[src/rtl/ac_ir_frame_decoder_core_assert.svh]
// ----------------------------------------------------------------------------
// Assertion macros for the IR frame decoder core
// Clocked, reset-qualified implication checks reported through $error.
// ----------------------------------------------------------------------------
`ifndef AC_IR_FRAME_DECODER_CORE_ASSERT_SVH
`define AC_IR_FRAME_DECODER_CORE_ASSERT_SVH

// Same-cycle implication.
`define ACIRD_ASSERT_IMPLY(label, clk, rst_n, ante, cons, msg) \
    label: assert property (@(posedge clk) disable iff (!rst_n) (ante) |-> (cons)) \
        else $error(msg);

// Next-cycle implication.
`define ACIRD_ASSERT_NEXT(label, clk, rst_n, ante, cons, msg) \
    label: assert property (@(posedge clk) disable iff (!rst_n) (ante) |=> (cons)) \
        else $error(msg);

`endif

[src/rtl/acird_pkg.sv]
// ----------------------------------------------------------------------------
// acird_pkg
// Shared types and constants of the IR frame decoder.
// ----------------------------------------------------------------------------
`timescale 1ns / 1ps

package acird_pkg;

    localparam int NUM_SLOTS = 13;

    // Capture slots for the bytes that the record needs
    localparam logic [3:0] SLOT_B0   = 4'd0;
    localparam logic [3:0] SLOT_B1   = 4'd1;
    localparam logic [3:0] SLOT_B2   = 4'd2;
    localparam logic [3:0] SLOT_B4   = 4'd3;
    localparam logic [3:0] SLOT_B5   = 4'd4;
    localparam logic [3:0] SLOT_B7   = 4'd5;
    localparam logic [3:0] SLOT_B8   = 4'd6;
    localparam logic [3:0] SLOT_B9   = 4'd7;
    localparam logic [3:0] SLOT_B12  = 4'd8;
    localparam logic [3:0] SLOT_B13  = 4'd9;
    localparam logic [3:0] SLOT_B14  = 4'd10;
    localparam logic [3:0] SLOT_RT   = 4'd11;
    localparam logic [3:0] SLOT_ID   = 4'd12;
    localparam logic [3:0] SLOT_NONE = 4'd15;

    localparam logic [8:0] PC_IFEEL       = 9'd19;
    localparam logic [8:0] PC_THREE       = 9'd213;
    localparam logic [8:0] PC_THREE_IFEEL = 9'd232;
    localparam logic [8:0] PC_FOUR        = 9'd284;
    localparam logic [8:0] PC_FOUR_IFEEL  = 9'd303;

    localparam logic [3:0] CHK_OFFSET = 4'hA;
    localparam logic [7:0] IFEEL_ID   = 8'hA5;
    localparam logic [3:0] TIMER_MIN  = 4'hA;
    localparam logic [5:0] POS_MAX    = 6'd63;

    typedef enum logic [1:0] {
        KIND_REJECT = 2'd0,
        KIND_IFEEL  = 2'd1,
        KIND_THREE  = 2'd2,
        KIND_FOUR   = 2'd3
    } kind_t;

    // Frame state as it stands after the current byte
    typedef struct packed {
        kind_t                         kind;
        logic                          has_ifeel;
        logic                          sums_good;
        logic [3:0]                    block_sum;
        logic [5:0]                    count;
        logic [NUM_SLOTS-1:0][7:0]     cap;
    } snapshot_t;

    typedef struct packed {
        kind_t       frame_kind;
        logic [3:0]  check_flags;
        logic        power_on;
        logic [2:0]  op_mode;
        logic [4:0]  set_temp_c;
        logic [2:0]  fan_level;
        logic [6:0]  feature_flags;
        logic [1:0]  sleep_mode;
        logic [7:0]  vane_positions;
        logic [1:0]  display_source;
        logic [7:0]  room_temp_c;
        logic [10:0] timer_minutes;
    } record_t;

endpackage

[src/rtl/acird_if.sv]
// ----------------------------------------------------------------------------
// acird_in_if / acird_out_if
// Valid/ready channels for received bytes and decoded records.
// ----------------------------------------------------------------------------
`timescale 1ns / 1ps

interface acird_in_if;
    logic       valid;
    logic       ready;
    logic [7:0] frame_byte;
    logic [8:0] pulse_count;
    logic       last_byte;

    modport source (output valid, output frame_byte, output pulse_count,
                    output last_byte, input ready);
    modport sink   (input valid, input frame_byte, input pulse_count,
                    input last_byte, output ready);
endinterface

interface acird_out_if;
    logic        valid;
    logic        ready;
    logic [1:0]  frame_kind;
    logic [3:0]  check_flags;
    logic        power_on;
    logic [2:0]  op_mode;
    logic [4:0]  set_temp_c;
    logic [2:0]  fan_level;
    logic [6:0]  feature_flags;
    logic [1:0]  sleep_mode;
    logic [7:0]  vane_positions;
    logic [1:0]  display_source;
    logic [7:0]  room_temp_c;
    logic [10:0] timer_minutes;

    modport source (output valid, output frame_kind, output check_flags,
                    output power_on, output op_mode, output set_temp_c,
                    output fan_level, output feature_flags, output sleep_mode,
                    output vane_positions, output display_source,
                    output room_temp_c, output timer_minutes, input ready);
    modport sink   (input valid, input frame_kind, input check_flags,
                    input power_on, input op_mode, input set_temp_c,
                    input fan_level, input feature_flags, input sleep_mode,
                    input vane_positions, input display_source,
                    input room_temp_c, input timer_minutes, output ready);
endinterface

[src/rtl/ac_ir_frame_decoder_core.sv]
// ----------------------------------------------------------------------------
// ac_ir_frame_decoder_core
// Decodes air-conditioner remote frames, one received byte per transfer.
// ----------------------------------------------------------------------------
//  channel      dir  payload                                   emits
//  byte_in      in   frame_byte, pulse_count, last_byte         every byte
//  record_out   out  decoded record, twelve fields              last byte only
//
//  One byte per cycle while byte_in is not stalled: the frame state updates
//  at the byte transfer and the record is loaded into the output register at the
//  last byte's transfer, appears in the next cycle and is held until taken.
//  Reset clears the frame position, checks and captured bytes.
//  byte_in stalls only while a record waits and record_out is not ready.
// ----------------------------------------------------------------------------
`timescale 1ns / 1ps
`include "ac_ir_frame_decoder_core_assert.svh"

module ac_ir_frame_decoder_core (
    input  logic               clk,
    input  logic               rst_n,
    acird_in_if.sink           byte_in,
    acird_out_if.source        record_out
);

    acird_pkg::snapshot_t snap;
    acird_pkg::record_t   rec;
    acird_pkg::record_t   rec_reg;
    logic                 out_valid_reg;
    logic                 accept;

    assign byte_in.ready = !out_valid_reg || record_out.ready;
    assign accept        = byte_in.valid && byte_in.ready;

    acird_frame_track u_track (
        .clk         (clk),
        .rst_n       (rst_n),
        .accept      (accept),
        .frame_byte  (byte_in.frame_byte),
        .pulse_count (byte_in.pulse_count),
        .last_byte   (byte_in.last_byte),
        .snap        (snap)
    );

    acird_record_decode u_decode (
        .snap (snap),
        .rec  (rec)
    );

    always_ff @(posedge clk or negedge rst_n)
    begin
        if (!rst_n)
        begin
            out_valid_reg <= 1'b0;
        end
        else if (accept && byte_in.last_byte)
        begin
            out_valid_reg <= 1'b1;
        end
        else if (record_out.ready)
        begin
            out_valid_reg <= 1'b0;
        end
    end

    // record payload: load on the last byte, hold otherwise
    always_ff @(posedge clk)
    begin
        if (accept && byte_in.last_byte)
        begin
            rec_reg <= rec;
        end
    end

    assign record_out.valid          = out_valid_reg;
    assign record_out.frame_kind     = rec_reg.frame_kind;
    assign record_out.check_flags    = rec_reg.check_flags;
    assign record_out.power_on       = rec_reg.power_on;
    assign record_out.op_mode        = rec_reg.op_mode;
    assign record_out.set_temp_c     = rec_reg.set_temp_c;
    assign record_out.fan_level      = rec_reg.fan_level;
    assign record_out.feature_flags  = rec_reg.feature_flags;
    assign record_out.sleep_mode     = rec_reg.sleep_mode;
    assign record_out.vane_positions = rec_reg.vane_positions;
    assign record_out.display_source = rec_reg.display_source;
    assign record_out.room_temp_c    = rec_reg.room_temp_c;
    assign record_out.timer_minutes  = rec_reg.timer_minutes;

    `ACIRD_ASSERT_IMPLY(a_stall_blocks_input, clk, rst_n,
        out_valid_reg && !record_out.ready, !byte_in.ready,
        "byte taken while a record is stalled")
    `ACIRD_ASSERT_NEXT(a_last_gives_record, clk, rst_n,
        accept && byte_in.last_byte, out_valid_reg,
        "no record after the last byte")
    `ACIRD_ASSERT_IMPLY(a_reject_is_empty, clk, rst_n,
        out_valid_reg && (rec_reg.frame_kind == acird_pkg::KIND_REJECT),
        (rec_reg.check_flags == 4'd0) && (rec_reg.set_temp_c == 5'd0),
        "rejected frame carries decoded fields")

endmodule

[src/rtl/acird_frame_track.sv]
// ----------------------------------------------------------------------------
// acird_frame_track
// Per-byte frame state: position, kind, block checksums and captured bytes.
// ----------------------------------------------------------------------------
`timescale 1ns / 1ps

module acird_frame_track (
    input  logic                clk,
    input  logic                rst_n,
    input  logic                accept,
    input  logic [7:0]          frame_byte,
    input  logic [8:0]          pulse_count,
    input  logic                last_byte,
    output acird_pkg::snapshot_t snap
);

    logic [5:0]                               pos_reg;
    acird_pkg::kind_t                         kind_reg;
    logic                                     ifeel_reg;
    logic [3:0]                               sum_reg;
    logic                                     good_reg;
    logic [acird_pkg::NUM_SLOTS-1:0][7:0]     cap_reg;

    acird_pkg::kind_t                         kind_next;
    logic                                     ifeel_next;
    logic [3:0]                               sum_base;
    logic [3:0]                               sum_in;
    logic [3:0]                               sum_next;
    logic                                     good_next;
    logic [acird_pkg::NUM_SLOTS-1:0][7:0]     cap_base;
    logic [acird_pkg::NUM_SLOTS-1:0][7:0]     cap_next;
    logic [5:0]                               limit;
    logic [5:0]                               ifeel_pos;
    logic [3:0]                               slot;
    logic [5:0]                               count_next;
    logic [2:0]                               off;
    logic                                     start;

    always_comb
    begin
        start = (pos_reg == 6'd0);

        kind_next  = kind_reg;
        ifeel_next = ifeel_reg;
        if (start)
        begin
            unique case (pulse_count)
                acird_pkg::PC_IFEEL:
                begin
                    kind_next  = acird_pkg::KIND_IFEEL;
                    ifeel_next = 1'b1;
                end
                acird_pkg::PC_THREE:
                begin
                    kind_next  = acird_pkg::KIND_THREE;
                    ifeel_next = 1'b0;
                end
                acird_pkg::PC_THREE_IFEEL:
                begin
                    kind_next  = acird_pkg::KIND_THREE;
                    ifeel_next = 1'b1;
                end
                acird_pkg::PC_FOUR:
                begin
                    kind_next  = acird_pkg::KIND_FOUR;
                    ifeel_next = 1'b0;
                end
                acird_pkg::PC_FOUR_IFEEL:
                begin
                    kind_next  = acird_pkg::KIND_FOUR;
                    ifeel_next = 1'b1;
                end
                default:
                begin
                    kind_next  = acird_pkg::KIND_REJECT;
                    ifeel_next = 1'b0;
                end
            endcase
        end

        // a new frame restarts the checks and drops old captures
        sum_base  = start ? 4'd0 : sum_reg;
        good_next = start ? 1'b1 : good_reg;
        cap_base  = start ? '0 : cap_reg;

        case (kind_next)
            acird_pkg::KIND_THREE: limit = 6'd24;
            acird_pkg::KIND_FOUR:  limit = 6'd32;
            default:               limit = 6'd0;
        endcase

        off      = pos_reg[2:0];
        sum_in   = (off == 3'd0) ? acird_pkg::CHK_OFFSET : sum_base;
        sum_next = sum_base;
        if (pos_reg < limit)
        begin
            if (off < 3'd4)
            begin
                sum_next = sum_in + frame_byte[3:0];
            end
            else if (off < 3'd7)
            begin
                sum_next = sum_in + frame_byte[7:4];
            end
            else
            begin
                if (frame_byte[7:4] != sum_in)
                begin
                    good_next = 1'b0;
                end
                sum_next = 4'd0;
            end
        end

        ifeel_pos = (kind_next == acird_pkg::KIND_FOUR) ? 6'd32 : 6'd24;
        slot      = acird_pkg::SLOT_NONE;
        if (kind_next == acird_pkg::KIND_IFEEL)
        begin
            if (pos_reg == 6'd0)
            begin
                slot = acird_pkg::SLOT_RT;
            end
            else if (pos_reg == 6'd1)
            begin
                slot = acird_pkg::SLOT_ID;
            end
        end
        else if (kind_next != acird_pkg::KIND_REJECT)
        begin
            unique case (pos_reg)
                6'd0:    slot = acird_pkg::SLOT_B0;
                6'd1:    slot = acird_pkg::SLOT_B1;
                6'd2:    slot = acird_pkg::SLOT_B2;
                6'd4:    slot = acird_pkg::SLOT_B4;
                6'd5:    slot = acird_pkg::SLOT_B5;
                6'd7:    slot = acird_pkg::SLOT_B7;
                6'd8:    slot = acird_pkg::SLOT_B8;
                6'd9:    slot = acird_pkg::SLOT_B9;
                6'd12:   slot = acird_pkg::SLOT_B12;
                6'd13:   slot = acird_pkg::SLOT_B13;
                6'd14:   slot = acird_pkg::SLOT_B14;
                default:
                begin
                    if (ifeel_next && (pos_reg == ifeel_pos))
                    begin
                        slot = acird_pkg::SLOT_RT;
                    end
                    else if (ifeel_next && (pos_reg == ifeel_pos + 6'd1))
                    begin
                        slot = acird_pkg::SLOT_ID;
                    end
                end
            endcase
        end

        for (int i = 0; i < acird_pkg::NUM_SLOTS; i++)
        begin
            cap_next[i] = (slot == 4'(i)) ? frame_byte : cap_base[i];
        end

        count_next = (pos_reg == acird_pkg::POS_MAX) ? pos_reg : pos_reg + 6'd1;

        snap.kind      = kind_next;
        snap.has_ifeel = ifeel_next;
        snap.sums_good = good_next;
        snap.block_sum = sum_next;
        snap.count     = count_next;
        snap.cap       = cap_next;
    end

    always_ff @(posedge clk or negedge rst_n)
    begin
        if (!rst_n)
        begin
            pos_reg   <= 6'd0;
            kind_reg  <= acird_pkg::KIND_REJECT;
            ifeel_reg <= 1'b0;
            sum_reg   <= 4'd0;
            good_reg  <= 1'b1;
            cap_reg   <= '0;
        end
        else if (accept)
        begin
            pos_reg   <= last_byte ? 6'd0 : count_next;
            kind_reg  <= kind_next;
            ifeel_reg <= ifeel_next;
            sum_reg   <= sum_next;
            good_reg  <= good_next;
            cap_reg   <= cap_next;
        end
    end

endmodule

[src/rtl/acird_record_decode.sv]
// ----------------------------------------------------------------------------
// acird_record_decode
// Turns the frame state after the last byte into one decoded record.
// ----------------------------------------------------------------------------
`timescale 1ns / 1ps

module acird_record_decode (
    input  acird_pkg::snapshot_t snap,
    output acird_pkg::record_t   rec
);

    logic [7:0] b0, b1, b2, b4, b5, b7, b8, b9, b12, b13, b14;
    logic [7:0] rt;
    logic [2:0] nblocks;
    logic [2:0] reached;
    logic       ok;
    logic [3:0] flags;

    always_comb
    begin
        b0  = snap.cap[acird_pkg::SLOT_B0];
        b1  = snap.cap[acird_pkg::SLOT_B1];
        b2  = snap.cap[acird_pkg::SLOT_B2];
        b4  = snap.cap[acird_pkg::SLOT_B4];
        b5  = snap.cap[acird_pkg::SLOT_B5];
        b7  = snap.cap[acird_pkg::SLOT_B7];
        b8  = snap.cap[acird_pkg::SLOT_B8];
        b9  = snap.cap[acird_pkg::SLOT_B9];
        b12 = snap.cap[acird_pkg::SLOT_B12];
        b13 = snap.cap[acird_pkg::SLOT_B13];
        b14 = snap.cap[acird_pkg::SLOT_B14];
        rt  = snap.has_ifeel ? snap.cap[acird_pkg::SLOT_RT] : 8'd0;

        nblocks = (snap.kind == acird_pkg::KIND_FOUR) ? 3'd4 : 3'd3;

        // a short frame judges its unfinished block and the missing ones
        ok      = snap.sums_good;
        reached = snap.count[5:3];
        if (snap.count < {nblocks, 3'b000})
        begin
            if (snap.count[2:0] != 3'd0)
            begin
                if (snap.block_sum != 4'd0)
                begin
                    ok = 1'b0;
                end
                reached = reached + 3'd1;
            end
            if (reached < nblocks)
            begin
                ok = 1'b0;
            end
        end

        flags    = 4'd0;
        flags[1] = snap.has_ifeel;
        flags[2] = snap.has_ifeel && (snap.cap[acird_pkg::SLOT_ID] == acird_pkg::IFEEL_ID);

        rec            = '0;
        rec.frame_kind = snap.kind;

        unique case (snap.kind)
            acird_pkg::KIND_REJECT:
            begin
                rec.frame_kind = acird_pkg::KIND_REJECT;
            end
            acird_pkg::KIND_IFEEL:
            begin
                rec.check_flags = flags;
                rec.room_temp_c = rt;
            end
            default:
            begin
                flags[0] = ok;
                flags[3] = (b0 != b8) || (b1[3:0] != b9[3:0]);

                rec.check_flags    = flags;
                rec.power_on       = b0[3];
                rec.op_mode        = b0[2:0];
                rec.set_temp_c     = {1'b0, b1[3:0]} + 5'd16;
                rec.fan_level      = (b0[5:4] == 2'd3) ? b14[6:4] : {1'b0, b0[5:4]};
                rec.feature_flags  = {b5[2], b7[2], b0[6], b2[7:4]};
                rec.vane_positions = b4;
                rec.room_temp_c    = rt;

                if (b0[7])
                begin
                    rec.sleep_mode = 2'd1;
                end
                else if ((snap.kind == acird_pkg::KIND_THREE) && b12[0])
                begin
                    rec.sleep_mode = 2'd2;
                end

                case (b5[1:0])
                    2'd2:    rec.display_source = 2'd1;
                    2'd3:    rec.display_source = 2'd2;
                    default: rec.display_source = 2'd0;
                endcase

                if ((snap.kind == acird_pkg::KIND_FOUR) && (b1[7:4] >= acird_pkg::TIMER_MIN))
                begin
                    rec.timer_minutes = {b13[2:0], b12};
                end
            end
        endcase
    end

endmodule
[src/flat_wrapper.sv]
// flat-port wrapper written by rule: the top's interface ports become plain ports
module ac_ir_frame_decoder_core_flat 
  (clk, rst_n, byte_in_valid, byte_in_frame_byte, byte_in_pulse_count, byte_in_last_byte, byte_in_ready, record_out_valid, record_out_frame_kind, record_out_check_flags, record_out_power_on, record_out_op_mode, record_out_set_temp_c, record_out_fan_level, record_out_feature_flags, record_out_sleep_mode, record_out_vane_positions, record_out_display_source, record_out_room_temp_c, record_out_timer_minutes, record_out_ready);
  acird_in_if byte_in_i ();
  acird_out_if record_out_i ();
  input  logic clk;
  input  logic rst_n;
  input wire logic [$bits(byte_in_i.valid)-1:0] byte_in_valid;
  input wire logic [$bits(byte_in_i.frame_byte)-1:0] byte_in_frame_byte;
  input wire logic [$bits(byte_in_i.pulse_count)-1:0] byte_in_pulse_count;
  input wire logic [$bits(byte_in_i.last_byte)-1:0] byte_in_last_byte;
  output wire logic [$bits(byte_in_i.ready)-1:0] byte_in_ready;
  output wire logic [$bits(record_out_i.valid)-1:0] record_out_valid;
  output wire logic [$bits(record_out_i.frame_kind)-1:0] record_out_frame_kind;
  output wire logic [$bits(record_out_i.check_flags)-1:0] record_out_check_flags;
  output wire logic [$bits(record_out_i.power_on)-1:0] record_out_power_on;
  output wire logic [$bits(record_out_i.op_mode)-1:0] record_out_op_mode;
  output wire logic [$bits(record_out_i.set_temp_c)-1:0] record_out_set_temp_c;
  output wire logic [$bits(record_out_i.fan_level)-1:0] record_out_fan_level;
  output wire logic [$bits(record_out_i.feature_flags)-1:0] record_out_feature_flags;
  output wire logic [$bits(record_out_i.sleep_mode)-1:0] record_out_sleep_mode;
  output wire logic [$bits(record_out_i.vane_positions)-1:0] record_out_vane_positions;
  output wire logic [$bits(record_out_i.display_source)-1:0] record_out_display_source;
  output wire logic [$bits(record_out_i.room_temp_c)-1:0] record_out_room_temp_c;
  output wire logic [$bits(record_out_i.timer_minutes)-1:0] record_out_timer_minutes;
  input wire logic [$bits(record_out_i.ready)-1:0] record_out_ready;
  assign byte_in_i.valid = byte_in_valid;
  assign byte_in_i.frame_byte = byte_in_frame_byte;
  assign byte_in_i.pulse_count = byte_in_pulse_count;
  assign byte_in_i.last_byte = byte_in_last_byte;
  assign byte_in_ready = byte_in_i.ready;
  assign record_out_valid = record_out_i.valid;
  assign record_out_frame_kind = record_out_i.frame_kind;
  assign record_out_check_flags = record_out_i.check_flags;
  assign record_out_power_on = record_out_i.power_on;
  assign record_out_op_mode = record_out_i.op_mode;
  assign record_out_set_temp_c = record_out_i.set_temp_c;
  assign record_out_fan_level = record_out_i.fan_level;
  assign record_out_feature_flags = record_out_i.feature_flags;
  assign record_out_sleep_mode = record_out_i.sleep_mode;
  assign record_out_vane_positions = record_out_i.vane_positions;
  assign record_out_display_source = record_out_i.display_source;
  assign record_out_room_temp_c = record_out_i.room_temp_c;
  assign record_out_timer_minutes = record_out_i.timer_minutes;
  assign record_out_i.ready = record_out_ready;
  ac_ir_frame_decoder_core u_core (.clk(clk), .rst_n(rst_n), .byte_in(byte_in_i), .record_out(record_out_i));
endmodule
[config.mk]
export PLATFORM = sky130hd
export DESIGN_NAME = ac_ir_frame_decoder_core_flat
export DESIGN_NICKNAME = d
export VERILOG_FILES = /design/src/rtl/acird_pkg.sv /design/src/rtl/acird_if.sv /design/src/rtl/ac_ir_frame_decoder_core.sv /design/src/rtl/acird_frame_track.sv /design/src/rtl/acird_record_decode.sv /design/src/flat_wrapper.sv
export VERILOG_INCLUDE_DIRS = /design/src /design/src/rtl
export SDC_FILE = /design/constraint.sdc
export NUM_CORES = 1
export LEC_CHECK = 0
export BUFFER_PORTS_ARGS = -buffer_cell sky130_fd_sc_hd__buf_2
export CORE_AREA = 2 2 138 140
export CTS_CLUSTER_SIZE = 8
export DETAILED_ROUTE_END_ITERATION = 8
export DIE_AREA = 0 0 140 142
export GPL_ROUTABILITY_DRIVEN = 0
export HOLD_SLACK_MARGIN = 0.03
export PLACE_DENSITY = 0.62
export SETUP_SLACK_MARGIN = 0.4
export SYNTH_ARGS = -nofsm -noshare
export SYNTH_HDL_FRONTEND = slang
export SYNTH_SLANG_ARGS = --single-unit
export TNS_END_PERCENT = 50
[constraint.sdc]
create_clock -name clk -period 5.6 [get_ports clk]
set_input_delay 0 -clock clk [delete_from_list [all_inputs] [get_ports clk]]
set_output_delay 0 -clock clk [all_outputs]
set_load 0.05 [all_outputs]
### After elaboration in Yosys (flattened, before gate mapping)

Cells that the tools add are included.

| operators by class | value |
|---|---|
| mux-type cells | 53 |
| $add $sub $neg | 6 |
| bitwise gates (word level) | 3 |
| reduce and logical (&&, ||, !) cells | 26 |
| equality and inequality tests | 40 |
| $lt $le $gt $ge | 6 |

Operators by type and width:

| kind | count |
|---|---|
| 2-to-1 mux 104 bit | 1 |
| 2-to-1 mux 8 bit | 8 |
| case mux 4 bit (11 select lines) | 1 |
| 2-to-1 mux 4 bit | 8 |
| equality test 6 x 4 -> 1 bit, second input constant | 5 |
| 2-to-1 mux 3 bit | 8 |
| equality test 4 bit, second input constant | 5 |
| equality test 6 x 3 -> 1 bit, second input constant | 3 |
| equality test 9 x 8 -> 1 bit, second input constant | 2 |
| equality test 9 bit, second input constant | 2 |
| 2-to-1 mux 6 bit | 3 |
| equality test 4 x 3 -> 1 bit, second input constant | 4 |
| 2-to-1 mux 1 bit | 14 |
| adder 6 x 1 -> 6 bit, second input constant | 2 |
| equality test 6 bit | 2 |
| less-than comparator 6 bit | 2 |
| case mux 6 bit (2 select lines) | 1 |
| OR reduction 3 bit | 4 |
| equality test 2 bit, second input constant | 5 |
| 2-to-1 mux 2 bit | 5 |
| equality test 9 x 5 -> 1 bit, second input constant | 1 |
| adder 4 bit | 2 |
| equality test 4 x 2 -> 1 bit, second input constant | 2 |
| equality test 8 bit, second input constant | 1 |
| 28 further kinds | 43 |

| word-level totals | value |
|---|---|
| flip-flop bits (word level) | 145 |
| output and inout port bits | 58 |
| logic and storage cells | 167 |

### Longest topological paths before layout

| depth | value |
|---|---|
| depth after elaboration | 20 |
| gate-level depth with buffers | 19 |

### Hierarchy

Synthesis repeated with hierarchy kept, for this count alone.

| unflattened totals | value |
|---|---|
| cell total of the unflattened synthesis | 959 |
| area, all modules | 9721.8 µm² |

Modules (own cells, without submodules):

| module | times used | cells each | seq. area each (µm²) | area an instance (µm²) |
|---|---|---|---|---|
| acird_frame_track | 1 | 787 | 2954.1 | 7245.7 |
| ac_ir_frame_decoder_core | 1 | 62 | 1706.6 | 1750.4 |
| acird_record_decode | 1 | 110 | 0.0 | 725.7 |

### Worst setup path before layout

OpenSTA, ideal clock, no wires.

| timing path | value |
|---|---|
| kind | register -> register |
| start | register u_core.out_valid_reg (netlist: u_core.record_out.valid) |
| end | register u_core.rec_reg (netlist bit u_core.record_out.check_flags[0]), enable pin |
| buffers on the path | 2 |
| setup slack | 1177 ps |
| period minus slack after synthesis | 4423 ps |
| data arrival time | 3952 ps |
| required time | 5130 ps |
| cell stages (with the launch flop) | 6 |
| cell sequence | dfrtp_1 -> nand2b_1 -> nand2_1 -> clkbuf_1 -> clkbuf_1 -> nor2_1 |

| on the way | value |
|---|---|
| word-level cells in the longest chain between the ends | 4 |

Ends and longest elaborated chain:

| element | RTL line | text |
|---|---|---|
| from (decl) | ac_ir_frame_decoder_core.sv:28 | `logic out_valid_reg;` |
| from (signal assigned) | ac_ir_frame_decoder_core.sv:53 | `out_valid_reg <= 1'b0;` |
| from (signal assigned) | ac_ir_frame_decoder_core.sv:57 | `out_valid_reg <= 1'b1;` |
| from (signal assigned) | ac_ir_frame_decoder_core.sv:61 | `out_valid_reg <= 1'b0;` |
| logical NOT 1 bit | ac_ir_frame_decoder_core.sv:31 | `assign byte_in.ready = !out_valid_reg \|\| record_out.ready;` |
| logical OR 1 bit | ac_ir_frame_decoder_core.sv:31 |  |
| via byte_in_ready | flat_wrapper.sv:12 | `output wire logic [$bits(byte_in_i.ready)-1:0] byte_in_ready;` |
| logical AND 1 bit | ac_ir_frame_decoder_core.sv:32 | `assign accept = byte_in.valid && byte_in.ready;` |
| logical AND 1 bit | ac_ir_frame_decoder_core.sv:68 | `if (accept && byte_in.last_byte)` |
| to (signal assigned) | ac_ir_frame_decoder_core.sv:70 | `rec_reg <= rec;` |
| to (decl) | ac_ir_frame_decoder_core.sv:27 | `acird_pkg::record_t rec_reg;` |

The timed path passes the listed nets, and every way through them passes these cells.
A chain may end at the register's enable or synchronous reset.

==> flow_summary.toml <==
[synth]
synth_top_cell_by_area = "dfrtp_1"
synth_nets = 876
synth_area_um2 = 8200
netlist_top_cells_count = "93 x nand2_1, 87 x dfrtp_1, 76 x a22o_1"
synth_top_cell_area_share = 0.266
synth.area.top_cells = "dfrtp_1 27%, edfxtp_1 21%, a22o_1 8.1%"
syn_area_per_cell_um2 = 9.82
synthArstFlopShare = 0.611
ys_types = 84
ys_ff_latch = 144
yosysMostFrequentCell = "nand2_1"
seq_area_frac_synth = 0.474
ys.warnings.count = 0
synth_top_flop_cell = "dfrtp_1"
synth_edf_count = 56
synthCells = 835

[place]
place_inst = 1094
hpwlAfterDp_um = 14000
io_buffers = 79
place_area_um2 = 8680

[sta]
fin_crit_ns = 4.24
rsz0062_at_grt = "false"
fmax_ghz = 0.236
fin_crit_sh = 0.758
tns_ns = 0
setup_violations = 0
slew_headroom = 0.305
finalHoldViolCount = 0
skew_ns = 0.0101
tightest_slew_ns = 1.04
drv_slew = 0

[cts]
post-cts-setup-buffers = 0
h-tree-depth = 4
cts.sinks = 144
cts_buffer_depth = 2
cts_buffers = 17
root_buffer = "clkbuf_16"
cts-resized-gates = 0
clkTransAtPathRegs_ns = 0.06
clk_latency_ns = 0.43
cts_tree = "done"

[detailed_routing]
drc = 7
drt-total-wl_um = 21800
first_pass_iters = 8
vias = 6738
drt-wirelength-per-cell_um = 19.3
antenna_left = 0
viasPerCell = 5.96
drt-initial-drc-count = 598

[final_layout]
final_nets = 925
antenna_cells = 0
syn2layout_area_growth_pct = 13.5
final_area_um2 = 9310
drive_gt1_frac = 0.168
finalNonFillerCells = 1131
largest_reg_flops = 73

[hold_path]
min_path_type = "in2async"

[global_routing]
antenna_found_initial = 0
grt_max_degree = 66
overflow = 0
grt_pass1_wl_um = 34600
grt_use_total = 0.223
grt_pass1_vias = 6263

[power_and_ir_drop]
peakVddDrop_mv = 0.208
comb_power_share = 0.299
sw_frac_of_total = 0.358
power.net_switching_w = 0.00123
p_per_area_nw_per_um2 = 367
clockPowerShare = 0.317
power.internal_w = 0.00219
share_seq_of_total_power = 0.384
power.leakage_nw = 3.82

[setup_path]
r2r-start = "u_core.u_track.pos_reg[0]$_DFFE_PN0P_"
critPathLaunchType = "flop"
crit_family = "compound AO/OA/AOI/OAI gates"
crit_path_top_delay_cell = "o211a_1"
cp_slowest_stage_delay_ns = 0.59
path_buf_inv = 1
path_depth = 15
critPathCaptureType = "flop"
cp_data_arrival_time_ns = 4.41
path_class = "reg2reg"
path_cells = "inv_1 -> ha_1 -> nand2b_1 -> nor3_4 -> nand2b_1 -> o21a_1 -> ha_1 -> nand3_1 -> a2bb2oi_1 -> a2111oi_2 -> o211a_1 -> a21o_1 -> a21oi_1 -> a2111oi_0 -> a31oi_1"
critPathRequiredTime_ns = 5.76
ff2ff_path_depth = 15
crit_start = "u_core.u_track.pos_reg[0]$_DFFE_PN0P_"
worstPathMaxFanout = 19

[status]
violations = "DRC"
status = "finished with violations"

[die]
row_count = 50
die_area_um2 = 19900
die_w_um = 140
chipHeight_um = 142
core_um2 = 18500
ios = 80
start_util = 0.444

[flow_run]
drv_cap = 0
worst reg2reg max path, stage by stage, from the launching register on:
cell	delay (ns)
dfrtp_1	0.46
inv_1	0.11
ha_1	0.34
nand2b_1	0.17
nor3_4	0.25
nand2b_1	0.09
o21a_1	0.16
ha_1	0.36
nand3_1	0.11
a2bb2oi_1	0.18
a2111oi_2	0.40
o211a_1	0.59
a21o_1	0.15
a21oi_1	0.06
a2111oi_0	0.42
a31oi_1	0.14
path summary, 6_finish.rpt:
path | to | slack [ns]
max | u_core.record_out.check_flags[3]$_DFFE_PP_ | 1.36
min | u_core.record_out.valid$_DFFE_PN0P_ | 0.04
max reg2reg | u_core.record_out.check_flags[3]$_DFFE_PP_ | 1.36
min reg2reg | u_core.u_track.cap_reg[32]$_DFFE_PN0P_ | 0.49
max in group asynchronous | u_core.u_track.cap_reg[64]$_DFFE_PN0P_ | 4.71
min in group clk | u_core.u_track.cap_reg[27]$_DFFE_PN0P_ | 0.14
layout by cell type (no fill, tap or decap), types with 7 or more instances in the layout:
cell	count
nand2b_1	14
and2_1	11
nor3_1	12
o21ai_0	28
a22o_1	76
nand3_1	44
a22oi_1	12
xnor2_1	8
buf_4	10
o211ai_1	14
ha_1	17
a32o_1	7
nor2b_1	13
inv_1	23
edfxtp_1	56
a21oi_1	67
a31oi_1	7
nor2_1	50
clkbuf_16	18
nand2_1	92
mux2i_1	8
buf_2	78
dfrtp_1	87
power groups by stage:
stage	clock network [W]	logic, W	registers (W)
after floorplan	0	0.000719	0.00137
after global placement	0	0.00100	0.00133
after detailed placement	0	0.00101	0.00133
after CTS	0.00110	0.00102	0.00131
after global routing	0.00115	0.00113	0.00133
final	0.00108	0.00102	0.00131
layer usage:
layer | GRT usage | vias up | part of all wire
li1 | - | 3217 | -
met1 | 0.310 | 3282 | 0.47
met2 | 0.353 | 216 | 0.46
met3 | 0.0448 | 23 | 0.053
met4 | 0.0707 | 0 | 0.015
met5 | 0 | - | 0
kinds of logic (layout without fill, tap and decap cells):
logic type,Yosys count,after routing,share of synthesized area
and+or+nand+nor,287,287,0.176
AOI/OAI and AO/OA,277,277,0.248
DFF,144,144,0.474
buffers and inverters,87,149,0.0463
adders and majority gates,19,19,0.0308
muxes,11,11,0.0139
xor gates and xnor gates,10,10,0.0107
repair_timing:
action | in CTS | in global routing
hold buffers | 5 | 0
endpoints found under the hold margin | 30 | 0
endpoints found under the setup margin | 0 | 0
through the flow:
step	hold slack, ns	util	worst slack (ns)	total power, W
2_1_floorplan	-0.296	-	1.18	0.00209
3_3_place_gp	-0.0763	0.470	1.51	0.00233
3_5_place_dp	-0.0740	0.470	1.42	0.00234
4_1_cts	0.0326	0.504	1.41	0.00343
5_1_grt	0.0734	0.504	0.942	0.00361
6_report	0.0401	0.504	1.36	0.00342
final cells by class:
class | instances | area (µm²)
repair buffers | 93 | 526
clock buffers | 23 | 499
multi-input cells | 604 | 3940
flip-flops and latches | 144 | 3880
inverters | 24 | 90.1
well taps | 234 | 293
clock inverters | 9 | 70.1
fillers | 1651 | 9150
Note: power is estimated with default switching activity, not from simulation.
